File: config.mk
export PLATFORM = sky130hd
export DESIGN_NAME = event_throttle_coalescer_core
export DESIGN_NICKNAME = d
export VERILOG_FILES = /design/src/hw/rtl/etc_pkg.sv /design/src/hw/rtl/etc_regs.sv /design/src/hw/rtl/event_throttle_coalescer_core.sv
export SDC_FILE = /design/constraint.sdc
export NUM_CORES = 2
export LEC_CHECK = 0
export ABC_AREA = 1
export BUFFER_PORTS_ARGS = -buffer_cell sky130_fd_sc_hd__buf_2
export CAP_MARGIN = 0
export CORE_MARGIN = 2
export CORE_UTILIZATION = 35
export CTS_CLUSTER_DIAMETER = 100
export DETAILED_ROUTE_END_ITERATION = 10
export HOLD_SLACK_MARGIN = 0.06
export PLACE_DENSITY_LB_ADDON = 0.2
export SLEW_MARGIN = 20
export SYNTH_ARGS = -nofsm -noshare
export SYNTH_HDL_FRONTEND = slang
export SYNTH_SLANG_ARGS = --single-unit
File: constraint.sdc
create_clock -name clk -period 6.4 [get_ports clk]
set_input_delay 0.96 -clock clk [delete_from_list [all_inputs] [get_ports clk]]
set_output_delay 0.96 -clock clk [all_outputs]
set_load 0.01 [all_outputs]
File: src/hw/rtl/etc_pkg.sv
package etc_pkg;

	localparam int TABLE_ENTRIES = 16;
	localparam int TYPE_COUNT    = 64;
	localparam int IDX_W         = (TABLE_ENTRIES > 1) ? $clog2(TABLE_ENTRIES) : 1;

	localparam int TYPE_W   = 6;
	localparam int KEY_W    = 16;
	localparam int PAY_W    = 16;
	localparam int RATE_W   = 20;
	localparam int MASK_W   = 64;
	localparam int DATA_W   = 64;
	localparam int ADDR_W   = 5;
	localparam int REG_LSB  = 3;

	localparam logic [RATE_W-1:0] RATE_RESET = RATE_W'(1000);

	typedef enum logic [1:0] {
		REG_RATE   = 2'd0,
		REG_MASK   = 2'd1,
		REG_EXEMPT = 2'd2
	} reg_idx_t;

	typedef struct packed {
		logic [RATE_W-1:0] rate_ticks;
		logic [MASK_W-1:0] throttle_mask;
		logic [TYPE_W-1:0] exempt_type;
	} cfg_t;

	// one table entry as stored in the memory
	typedef struct packed {
		logic [TYPE_W-1:0] etype;
		logic [KEY_W-1:0]  key;
		logic [PAY_W-1:0]  payload;
		logic [RATE_W-1:0] remaining;
	} entry_t;

	typedef struct packed {
		logic [TYPE_W-1:0] etype;
		logic [KEY_W-1:0]  key;
		logic [PAY_W-1:0]  payload;
		logic              delayed;
		logic              full;
	} result_t;

	// zero rate counts as one tick
	function automatic logic [RATE_W-1:0] load_rate(input logic [RATE_W-1:0] rate);
		load_rate = (rate == '0) ? RATE_W'(1) : rate;
	endfunction

endpackage

File: src/hw/rtl/etc_regs.sv
module etc_regs (
	input  logic                        clk,
	input  logic                        arst_n,
	input  logic                        psel,
	input  logic                        penable,
	input  logic                        pwrite,
	input  logic [etc_pkg::ADDR_W-1:0]  paddr,
	input  logic [etc_pkg::DATA_W-1:0]  pwdata,
	output logic [etc_pkg::DATA_W-1:0]  prdata,
	output etc_pkg::cfg_t               cfg
);

	etc_pkg::cfg_t cfg_q;
	logic [1:0]    reg_sel;
	logic          wr_en;

	assign reg_sel = paddr[etc_pkg::ADDR_W-1:etc_pkg::REG_LSB];
	assign wr_en   = psel && penable && pwrite;
	assign cfg     = cfg_q;

	always_ff @(posedge clk or negedge arst_n) begin
		if (!arst_n) begin
			cfg_q.rate_ticks    <= etc_pkg::RATE_RESET;
			cfg_q.throttle_mask <= '0;
			cfg_q.exempt_type   <= '0;
		end else if (wr_en) begin
			case (etc_pkg::reg_idx_t'(reg_sel))
				etc_pkg::REG_RATE:   cfg_q.rate_ticks <= pwdata[etc_pkg::RATE_W-1:0];
				etc_pkg::REG_MASK:   cfg_q.throttle_mask <= pwdata[etc_pkg::MASK_W-1:0];
				etc_pkg::REG_EXEMPT: cfg_q.exempt_type <= pwdata[etc_pkg::TYPE_W-1:0];
				default: ;
			endcase
		end
	end

	always_comb begin
		prdata = '0;
		case (etc_pkg::reg_idx_t'(reg_sel))
			etc_pkg::REG_RATE:   prdata = etc_pkg::DATA_W'(cfg_q.rate_ticks);
			etc_pkg::REG_MASK:   prdata = etc_pkg::DATA_W'(cfg_q.throttle_mask);
			etc_pkg::REG_EXEMPT: prdata = etc_pkg::DATA_W'(cfg_q.exempt_type);
			default:             prdata = '0;
		endcase
	end

endmodule

File: src/hw/rtl/event_throttle_coalescer_core.sv
// Event rate limiter with coalescing of throttled events per (type, key).
// Input channel (in_valid / in_stall): action 0 carries an event, action 1
// is one time tick. Output channel (out_valid / out_stall): emitted events,
// with last marking the final result of an input. An event of a throttled
// type that hits an existing table entry gives no result; a tick gives one
// result per expiring entry with a stored payload, possibly none.
// Configuration goes through the APB port: rate_ticks at 0x00,
// throttle_mask at 0x08, exempt_type at 0x10; pready is always high.
// The table lives in a 16-entry synchronous memory read one entry at a
// time; valid and pending bits are flip-flops.
// An unthrottled event goes through the hold stage into the output register,
// and the next item can be taken once it has left the hold stage.
// A throttled event or a tick walks the table: a free entry is skipped,
// a valid entry is read from memory, then modified and written back; an
// event that matches ends the walk, else ST_DONE finishes it. One item is
// worked on at a time; in_stall is high until it is done.
// A stalled output holds its result; the walk pauses when a second result
// is found before the first has left. Reset empties the table at once and
// loads the register reset values; no clearing pass is needed.
module event_throttle_coalescer_core (
	input  logic                        clk,
	input  logic                        arst_n,
	input  logic                        in_valid,
	output logic                        in_stall,
	input  logic                        action,
	input  logic [5:0]                  event_type,
	input  logic [15:0]                 key_tag,
	input  logic [15:0]                 payload_tag,
	input  logic                        stop_action,
	output logic                        out_valid,
	input  logic                        out_stall,
	output logic [5:0]                  out_type,
	output logic [15:0]                 out_key,
	output logic [15:0]                 out_payload,
	output logic                        delayed,
	output logic                        table_full,
	output logic                        last,
	input  logic                        psel,
	input  logic                        penable,
	input  logic                        pwrite,
	input  logic [etc_pkg::ADDR_W-1:0]  paddr,
	input  logic [etc_pkg::DATA_W-1:0]  pwdata,
	output logic [etc_pkg::DATA_W-1:0]  prdata,
	output logic                        pready
);

	typedef enum logic [2:0] {
		ST_IDLE,
		ST_RD,
		ST_EV,
		ST_DONE,
		ST_FLUSH
	} state_t;

	localparam logic [etc_pkg::IDX_W-1:0] LAST_IDX = etc_pkg::IDX_W'(etc_pkg::TABLE_ENTRIES - 1);

	etc_pkg::cfg_t    cfg;
	state_t           state_q;
	logic [etc_pkg::IDX_W-1:0]  idx_q;
	logic             tick_q;
	logic [5:0]       cur_type_q;
	logic [15:0]      cur_key_q;
	logic [15:0]      cur_pay_q;
	logic [etc_pkg::TABLE_ENTRIES-1:0] valid_q;
	logic [etc_pkg::TABLE_ENTRIES-1:0] pend_q;
	logic             hold_valid_q;
	etc_pkg::result_t hold_q;
	logic             out_valid_q;
	etc_pkg::result_t out_q;
	logic             out_last_q;

	etc_pkg::entry_t  mem [etc_pkg::TABLE_ENTRIES];
	etc_pkg::entry_t  rd_data_q;
	logic             mem_we;
	logic [etc_pkg::IDX_W-1:0]  mem_waddr;
	etc_pkg::entry_t  mem_wdata;

	logic             throttled;
	logic             out_free;
	logic             out_push;
	logic             match;
	logic             expired;
	logic             ev_block;
	logic             last_ent;
	logic             free_found;
	logic [etc_pkg::IDX_W-1:0]  free_idx;
	logic [etc_pkg::RATE_W-1:0] reload;

	etc_regs u_regs (
		.clk     (clk),
		.arst_n  (arst_n),
		.psel    (psel),
		.penable (penable),
		.pwrite  (pwrite),
		.paddr   (paddr),
		.pwdata  (pwdata),
		.prdata  (prdata),
		.cfg     (cfg)
	);

	assign pready   = 1'b1;
	assign in_stall = (state_q != ST_IDLE);

	assign out_valid   = out_valid_q;
	assign out_type    = out_q.etype;
	assign out_key     = out_q.key;
	assign out_payload = out_q.payload;
	assign delayed     = out_q.delayed;
	assign table_full  = out_q.full;
	assign last        = out_last_q;

	assign throttled = ({1'b0, event_type} < 7'(etc_pkg::TYPE_COUNT))
		&& cfg.throttle_mask[event_type]
		&& !(event_type == cfg.exempt_type && stop_action);

	assign out_free = !out_valid_q || !out_stall;
	assign reload   = etc_pkg::load_rate(cfg.rate_ticks);
	assign match    = (rd_data_q.etype == cur_type_q) && (rd_data_q.key == cur_key_q);
	assign expired  = (rd_data_q.remaining <= etc_pkg::RATE_W'(1));
	// a second delayed result waits until the first one has left the hold stage
	assign ev_block = (state_q == ST_EV) && tick_q && expired && pend_q[idx_q]
		&& hold_valid_q && !out_free;
	assign last_ent = (idx_q == LAST_IDX);
	// load the output register from the hold stage
	assign out_push = ((state_q == ST_FLUSH) && out_free)
		|| ((state_q == ST_EV) && tick_q && expired && pend_q[idx_q] && hold_valid_q
			&& out_free);

	// lowest free entry
	always_comb begin
		free_found = 1'b0;
		free_idx   = '0;
		for (int i = etc_pkg::TABLE_ENTRIES - 1; i >= 0; i--) begin
			if (!valid_q[i]) begin
				free_found = 1'b1;
				free_idx   = etc_pkg::IDX_W'(i);
			end
		end
	end

	always_comb begin
		mem_we    = 1'b0;
		mem_waddr = idx_q;
		mem_wdata = rd_data_q;
		case (state_q)
			ST_EV: begin
				if (!tick_q) begin
					if (match) begin
						mem_we            = 1'b1;
						mem_wdata.payload = cur_pay_q;
					end
				end else if (!expired) begin
					mem_we              = 1'b1;
					mem_wdata.remaining = rd_data_q.remaining - etc_pkg::RATE_W'(1);
				end else if (pend_q[idx_q] && !ev_block) begin
					mem_we              = 1'b1;
					mem_wdata.payload   = '0;
					mem_wdata.remaining = reload;
				end
			end
			ST_DONE: begin
				if (!tick_q && free_found) begin
					mem_we    = 1'b1;
					mem_waddr = free_idx;
					mem_wdata = '{etype: cur_type_q, key: cur_key_q, payload: '0,
						remaining: reload};
				end
			end
			default: ;
		endcase
	end

	always_ff @(posedge clk) begin
		if (mem_we) begin
			mem[mem_waddr] <= mem_wdata;
		end
		if (state_q == ST_RD) begin
			rd_data_q <= mem[idx_q];
		end
	end

	always_ff @(posedge clk or negedge arst_n) begin
		if (!arst_n) begin
			state_q      <= ST_IDLE;
			idx_q        <= '0;
			tick_q       <= 1'b0;
			cur_type_q   <= '0;
			cur_key_q    <= '0;
			cur_pay_q    <= '0;
			valid_q      <= '0;
			pend_q       <= '0;
			hold_valid_q <= 1'b0;
			hold_q       <= '0;
			out_valid_q  <= 1'b0;
			out_q        <= '0;
			out_last_q   <= 1'b0;
		end else begin
			if (out_push) begin
				out_valid_q <= 1'b1;
			end else if (out_valid_q && !out_stall) begin
				out_valid_q <= 1'b0;
			end
			case (state_q)
				ST_IDLE: begin
					if (in_valid) begin
						tick_q     <= action;
						cur_type_q <= event_type;
						cur_key_q  <= key_tag;
						cur_pay_q  <= payload_tag;
						idx_q      <= '0;
						if (!action && !throttled) begin
							hold_q       <= '{etype: event_type, key: key_tag,
								payload: payload_tag, delayed: 1'b0, full: 1'b0};
							hold_valid_q <= 1'b1;
							state_q      <= ST_FLUSH;
						end else begin
							state_q <= ST_RD;
						end
					end
				end
				ST_RD: begin
					if (valid_q[idx_q]) begin
						state_q <= ST_EV;
					end else if (last_ent) begin
						state_q <= ST_DONE;
					end else begin
						idx_q <= idx_q + etc_pkg::IDX_W'(1);
					end
				end
				ST_EV: begin
					if (!ev_block) begin
						if (!tick_q && match) begin
							// coalesce: drop the event, keep its payload
							pend_q[idx_q] <= 1'b1;
							state_q       <= ST_IDLE;
						end else begin
							if (tick_q && expired) begin
								if (pend_q[idx_q]) begin
									if (hold_valid_q) begin
										out_q      <= hold_q;
										out_last_q <= 1'b0;
									end
									hold_q <= '{etype: rd_data_q.etype, key: rd_data_q.key,
										payload: rd_data_q.payload, delayed: 1'b1, full: 1'b0};
									hold_valid_q  <= 1'b1;
									pend_q[idx_q] <= 1'b0;
								end else begin
									valid_q[idx_q] <= 1'b0;
								end
							end
							if (last_ent) begin
								state_q <= ST_DONE;
							end else begin
								idx_q   <= idx_q + etc_pkg::IDX_W'(1);
								state_q <= ST_RD;
							end
						end
					end
				end
				ST_DONE: begin
					if (!tick_q) begin
						if (free_found) begin
							valid_q[free_idx] <= 1'b1;
							pend_q[free_idx]  <= 1'b0;
						end
						hold_q       <= '{etype: cur_type_q, key: cur_key_q,
							payload: cur_pay_q, delayed: 1'b0, full: !free_found};
						hold_valid_q <= 1'b1;
						state_q      <= ST_FLUSH;
					end else begin
						state_q <= hold_valid_q ? ST_FLUSH : ST_IDLE;
					end
				end
				ST_FLUSH: begin
					if (out_free) begin
						out_q        <= hold_q;
						out_last_q   <= 1'b1;
						hold_valid_q <= 1'b0;
						state_q      <= ST_IDLE;
					end
				end
				default: state_q <= ST_IDLE;
			endcase
		end
	end

`ifndef SYNTHESIS
	a_idle_no_hold: assert property (@(posedge clk) disable iff (!arst_n)
		(state_q == ST_IDLE) |-> !hold_valid_q)
		else $error("held result left behind in idle");

	a_pend_needs_valid: assert property (@(posedge clk) disable iff (!arst_n)
		((pend_q & ~valid_q) == '0))
		else $error("pending payload on a free entry");

	a_accept_leaves_idle: assert property (@(posedge clk) disable iff (!arst_n)
		(in_valid && !in_stall) |=> (state_q != ST_IDLE))
		else $error("accepted transaction not taken up");

	a_open_free_slot: assert property (@(posedge clk) disable iff (!arst_n)
		(state_q == ST_DONE && !tick_q && free_found) |-> !valid_q[free_idx])
		else $error("entry opened over a valid entry");
`endif

endmodule
Word level (Yosys, flattened, before mapping) --
Memories as Yosys holds them, arrays and structs flattened. A register that Yosys moved wholly into a read port is not among the register bits. Index checks and enable logic that the tools add are counted.
Word-level totals: word-level logic and storage cells 244, output and inout bits 108, flip-flop bits (word level) 251, input bits 116, memories kept 1, ROM bits 0, RAM bits 928, bits in latches 0
Memory list:
- mem | words 16, bits a word 58, read ports 1, clocked after Yosys merged registers in 1, wr ports 1, line event_throttle_coalescer_core.sv:72 | etc_pkg::entry_t mem [etc_pkg::TABLE_ENTRIES];
Cells by class: order comparisons 6, $mul 0, equal/unequal tests 25, muxes and demuxes 127, add/subtract/negate cells 2, bitwise logic cells 7, shifts and indexed selects 0, reductions and logical operators 52, divide/modulo/power cells 0
Operators by type and width (number):
- $mux W40 | 13
- $mux W16 | 15
- $pmux W64 S3 | 1
- $pmux W40 S3 | 1
- $mux W4 | 23
- $pmux W40 S2 | 1
- $pmux W36 S2 | 1
- $pmux W16 S2 | 2
- $mux W20 | 3
- $mux W58 | 1
- $and A16 B16 Y16 | 3
- $mux W1 | 44
- $mux W36 | 1
- $not A16 Y16 | 2
- $or A16 B16 Y16 | 2
- $mux W3 | 8
- $mux W22 | 1
- $le A20 B1 Y1 const B | 1
- $logic_and A1 B1 Y1 | 20
- $logic_not A20 Y1 | 1
- $ne A2 B2 Y1 const B | 10
- $sub A20 B1 Y20 const B | 1
- $eq A16 B16 Y1 | 1
- $pmux W3 S5 | 1
- 35 further kinds | 62

Depth between registers and ports, before layout --
depth in word-level cells 25, mapped depth 20, gate-level depth less buffers 20

Modules after synthesis --
Synthesis repeated with hierarchy kept, for this count alone.
Second synthesis, totals: cell total of the unflattened synthesis 4870, area total of the unflattened synthesis 52779.4 sq um
Modules (own cells, without submodules):
- event_throttle_coalescer_core | instances 1, area an instance 48665.4 sq um, cells an instance 4314
- etc_regs | instances 1, area an instance 4113.9 sq um, cells an instance 556

Worst setup path after synthesis --
Ideal clock, no wire load.
path type input port to flip-flop, start in out_stall, end mem mem[0][0] (netlist bit) (enable), arrival 4.220 ns, path slack 1.706 ns, required time 5.926 ns, path buffers 0, cell stages on the path 9, path through nand2_1 -> inv_1 -> nand4_2 -> nand2_1 -> nand2_1 -> nand3_1 -> nand2_1 -> nand3_1 -> nor2_1
On the way: longest elaborated chain between the ends 12
Ends and longest elaborated chain:
- start, declared | line event_throttle_coalescer_core.sv:31 | input logic out_stall,
- $logic_not A1 Y1 | line event_throttle_coalescer_core.sv:116 | assign out_free = !out_valid_q || !out_stall;
- $logic_or A1 B1 Y1 | line event_throttle_coalescer_core.sv:116
- $logic_not A1 Y1 | line event_throttle_coalescer_core.sv:122 | && hold_valid_q && !out_free;
- $logic_and A1 B1 Y1 | line event_throttle_coalescer_core.sv:122
- $logic_not A1 Y1
- $logic_and A1 B1 Y1 | line event_throttle_coalescer_core.sv:155 | end else if (pend_q[idx_q] && !ev_block) begin
- $mux W1 | line event_throttle_coalescer_core.sv:155
- $mux W1 | line event_throttle_coalescer_core.sv:152 | end else if (!expired) begin
- $mux W1 | line event_throttle_coalescer_core.sv:147 | if (!tick_q) begin
- $pmux W1 S2 | line event_throttle_coalescer_core.sv:145 | case (state_q)
- $mux W1 | line event_throttle_coalescer_core.sv:174 | if (mem_we) begin
- $mux W1 (implied by the code) | line event_throttle_coalescer_core.sv:175 | mem[mem_waddr] <= mem_wdata;
- end, declared | line event_throttle_coalescer_core.sv:72
Every way passes these cells.

Worst setup path in the final report --
start reg idx_q[1] (netlist bit), end mem mem[11][42] (netlist bit) (enable)
On the way: longest elaborated chain between the ends 13
Ends and longest elaborated chain:
- start, declared | line event_throttle_coalescer_core.sv:59 | logic [etc_pkg::IDX_W-1:0] idx_q;
- start signal, assigned | line event_throttle_coalescer_core.sv:227 | idx_q <= idx_q + etc_pkg::IDX_W'(1);
- start signal, assigned | line event_throttle_coalescer_core.sv:254 | idx_q <= idx_q + etc_pkg::IDX_W'(1);
- $bmux W1 S4 | line event_throttle_coalescer_core.sv:121, event_throttle_coalescer_core.sv:155
- $mux W1 (implied by the code) | line event_throttle_coalescer_core.sv:121, event_throttle_coalescer_core.sv:155
- $logic_and A1 B1 Y1 | line event_throttle_coalescer_core.sv:121 | assign ev_block = (state_q == ST_EV) && tick_q && expired && pend_q[idx_q]
- $logic_and A1 B1 Y1 (2 in series) | line event_throttle_coalescer_core.sv:122
- $logic_not A1 Y1
- $logic_and A1 B1 Y1 | line event_throttle_coalescer_core.sv:155
- $mux W1 | line event_throttle_coalescer_core.sv:155
- $mux W1 | line event_throttle_coalescer_core.sv:152
- $mux W1 | line event_throttle_coalescer_core.sv:147
- $pmux W1 S2 | line event_throttle_coalescer_core.sv:145
- $mux W1 | line event_throttle_coalescer_core.sv:174
- $mux W1 (implied by the code) | line event_throttle_coalescer_core.sv:175
Several ways; a longest one is shown, not always the timed one. The select of a mux whose other input is x is not followed.

==> flow_summary_export.csv <==
group,metric,value,unit
power_and_ir_drop,p_leak,0.0222,uW
logic_synthesis,ys_warn_count,0,
sta,setup_viol,0,
route,route.detailed.drc,0,
route,dr.pass1.iters,7,
cts,worstSkewPairLatency,0.77,ns
route,vias,37342,
worst_setup_path,cp-startpoint,"idx_q[1]",
sta,finalWorstSetupSlack,1.30,ns
logic_synthesis,synth_area_per_cell,10.9,sq um
worst_setup_path,arrival,5.54,ns
logic_synthesis,syn-num-nets,4911,
placement,dp.cells,6742,
final_layout,final_common_cell,"edfxtp_1",
floorplanning,initial_core_util,35.3,%
floorplanning,dieArea,153000,sq um
power_and_ir_drop,p_clk_share,26.6,%
route,ant_nets,0,
grt,grt_max_degree,176,
worst_setup_path,critPathMaxFanout,66,
sta,slew_violations,0,
worst_setup_path,r2r_start,"idx_q[1]",
cts,cts_buffers,135,
floorplanning,fp.dieH,391,um
cts,clockBufferDepth,3,
logic_synthesis,netlist_area,52300,sq um
sta,slew_headroom,24.2,%
final_layout,multi_input_area,14500,sq um
sta,fmaxAchievable,0.196,GHz
cts,cts_sinks,1237,
power_and_ir_drop,vdd_ir_drop_max,0.313,mV
worst_setup_path,worst_ep_required_time,6.83,ns
cts,cts_root_buf,"clkbuf_16",
logic_synthesis,synth_edf_count,986,
sta,fin_worst_skew,0.0349,ns
route,wire_per_inst,23.0,um
cts,path_clk_slew,0.07,ns
final_layout,seqCellArea,35900,sq um
final_layout,area_growth,14.8,%
outcome,outcome,"finished, final reports clean",
route,wirelength,161,mm
power_and_ir_drop,p_comb_share,31.6,%
final_layout,final_cell_mix,"986 x edfxtp_1, 791 x nand2_1, 736 x o21ai_0",
logic_synthesis,synthArstFlopShare,20.3,%
final_layout,fill_cells,14116,
cts,cts_hold_buf,0,
sta,fin_crit,5.10,ns
cts,htree_levels,4,
grt,antenna_found_initial,6,
final_layout,final_nets,5071,
final_layout,final_cells,6989,
placement,dp_slack,1.34,ns
power_and_ir_drop,switching_share,36.9,%
worst_setup_path,worstRegToRegCells,15,
final_layout,design_area,60100,sq um
grt,grt_first_pass_wirelength,237,mm
worst_setup_path,path_class,"reg -> reg",
floorplanning,fp-row-count,141,
power_and_ir_drop,p_seq_share,41.8,%
power_and_ir_drop,p_switching,10500,uW
min_path,hold_path.class,"in -> async",
worst_setup_path,timing.rr.end,"mem[11][42]",
grt,grt_pass1_vias,35451,
sta,min_period_over_period,79.7,%
grt,grt_overflow,0,
power_and_ir_drop,p_int,17900,uW
sta,worst_slew_pin_slew,1.13,ns
grt,grt_use_total,20.8,%
route,vias_per_cell,5.34,
logic_synthesis,ys_ff_latch,1237,
floorplanning,pin_count,224,
cts,cts_tree,"built",
placement,port_buffers,219,
floorplanning,die_w,391,um
worst_setup_path,rrSetupSlack,1.30,ns
sta,tns,0,ns
power_and_ir_drop,cellPowerDensity,472,nW/um^2
worst_setup_path,worst_setup_path_start_kind,"flop",
placement,dp_hpwl,87.4,mm
logic_synthesis,synth_top_flop_cell,"edfxtp_1",
placement,place.gp.congestion,0.879,
flow_run,drv_cap,0,
worst_setup_path,endpoint_kind,"flop",
cts,cts_resized,0,
floorplanning,core-area,148000,sq um
logic_synthesis,ys_seq_area_share,68.6,%
final_layout,drive_gt1_share,11.9,%
logic_synthesis,synthDistinctLibCells,47,
route,initialDrtViolationCount,3693,
sta,grt_setup_unrepaired,"false",
placement,place_area,55800,sq um
cts,postCtsSetupRepairBufs,0,
logic_synthesis,netlist_instances,4789,
sta,hold_viol_final,0,
power_and_ir_drop,power,28400,uW
==> power by group through the flow <==
stage	sequential [uW]	combinational, uW	clock [uW]
2_1_floorplan	11800	5550	0
3_3_place_gp	12000	8840	0
3_5_place_dp	12000	8910	0
4_1_cts	11800	8940	7700
5_1_grt	12000	9940	7990
6_report	11900	8950	7550
==> final cells by class <==
| type | count | share of cell area [%] |
|---|---|---|
| sequential | 1237 | 59.8 |
| multi-input combinational | 3000 | 24.1 |
| clock buffer | 186 | 6.23 |
| tap | 1930 | 4.02 |
| timing repair buffer | 324 | 3.49 |
| inverter | 251 | 1.59 |
| clock inverter | 60 | 0.816 |
| antenna | 1 | 0.00417 |
==> cell usage after synthesis (3+ instances only) <==
master	count	share of area [%]
a21boi_0	6	0.086
a21boi_1	6	0.086
a21oi_1	95	0.91
a22oi_1	15	0.22
buf_1	16	0.11
buf_2	40	0.38
buf_4	7	0.10
clkbuf_1	237	1.7
dfrtp_1	245	12
dfstp_2	6	0.30
edfxtp_1	986	57
ha_1	6	0.14
inv_1	238	1.7
inv_2	11	0.079
mux2_1	14	0.30
mux2_2	26	0.56
nand2_1	795	5.7
nand2_2	7	0.084
nand3_1	153	1.5
nand4_1	80	0.96
nor2_1	686	4.9
nor2_2	7	0.084
nor3_1	10	0.096
nor4_1	4	0.048
o211ai_1	44	0.63
o21ai_0	738	7.1
o21ai_1	5	0.048
o221ai_1	25	0.42
o22ai_1	252	3.0
xnor2_1	3	0.050
xor2_1	7	0.12
==> sequential cells by signal, indices dropped and copies added (netlist names), 3 cells and up, named ones only <==
register	cells
mem	928
u_regs.cfg	90
rd_data_q	58
hold_q	40
cur_key_q	16
cur_pay_q	16
out_key	16
out_payload	16
valid_q	16
cur_type_q	6
out_type	6
idx_q	4
state_q	3
==> logic make-up after synthesis <==
family | after synthesis | share of synthesized area [%]
compound gates | 1193 | 12.6
xor+xnor | 10 | 0.167
fa+ha+maj | 6 | 0.143
buf+inv | 552 | 4.12
flops | 1237 | 68.6
mux | 40 | 0.861
other cells | 1 | 0.00717
simple gates | 1750 | 13.5
==> routing by layer <==
metal	GRT usage (%)	up-vias	wire length (um)
met5	0	-	81
met4	6.02	10	3630
met3	3.43	203	10800
met2	33.0	1194	74400
met1	29.3	18641	71800
li1	-	17294	-
==> critical path, cell delays in order (launching register included) <==
cell and delay (ns):
dfrtp_4 0.86, inv_6 0.38, o211ai_1 0.21, nand2_1 0.11
nand2_1 0.07, nand2_1 0.08, clkinv_1 0.06, nand2_2 0.10
nand4_2 0.42, nand2_1 0.30, nand2_1 0.22, nand3_1 0.09
nand2_1 0.17, nand3_1 0.35, nor2_4 0.98, buf_12 0.32
==> worst max-delay path by stage <==
stage / endpoint / slack (ns)
after floorplan: mem[0][0] / 1.71
after global placement: mem[11][12] / 1.37
after detailed placement: mem[11][32] / 1.34
after CTS: mem[11][45] / 1.29
after global routing: mem[11][42] / 1.04
final: mem[11][42] / 1.30
==> metrics by stage <==
stage	utilization, %	hold WS, ns
after floorplan	-	0.436
after global placement	37.7	0.456
after detailed placement	37.7	0.459
after CTS	40.6	0.174
after global routing	40.6	0.229
final	40.6	0.193
(Power assumes the default switching activity.)
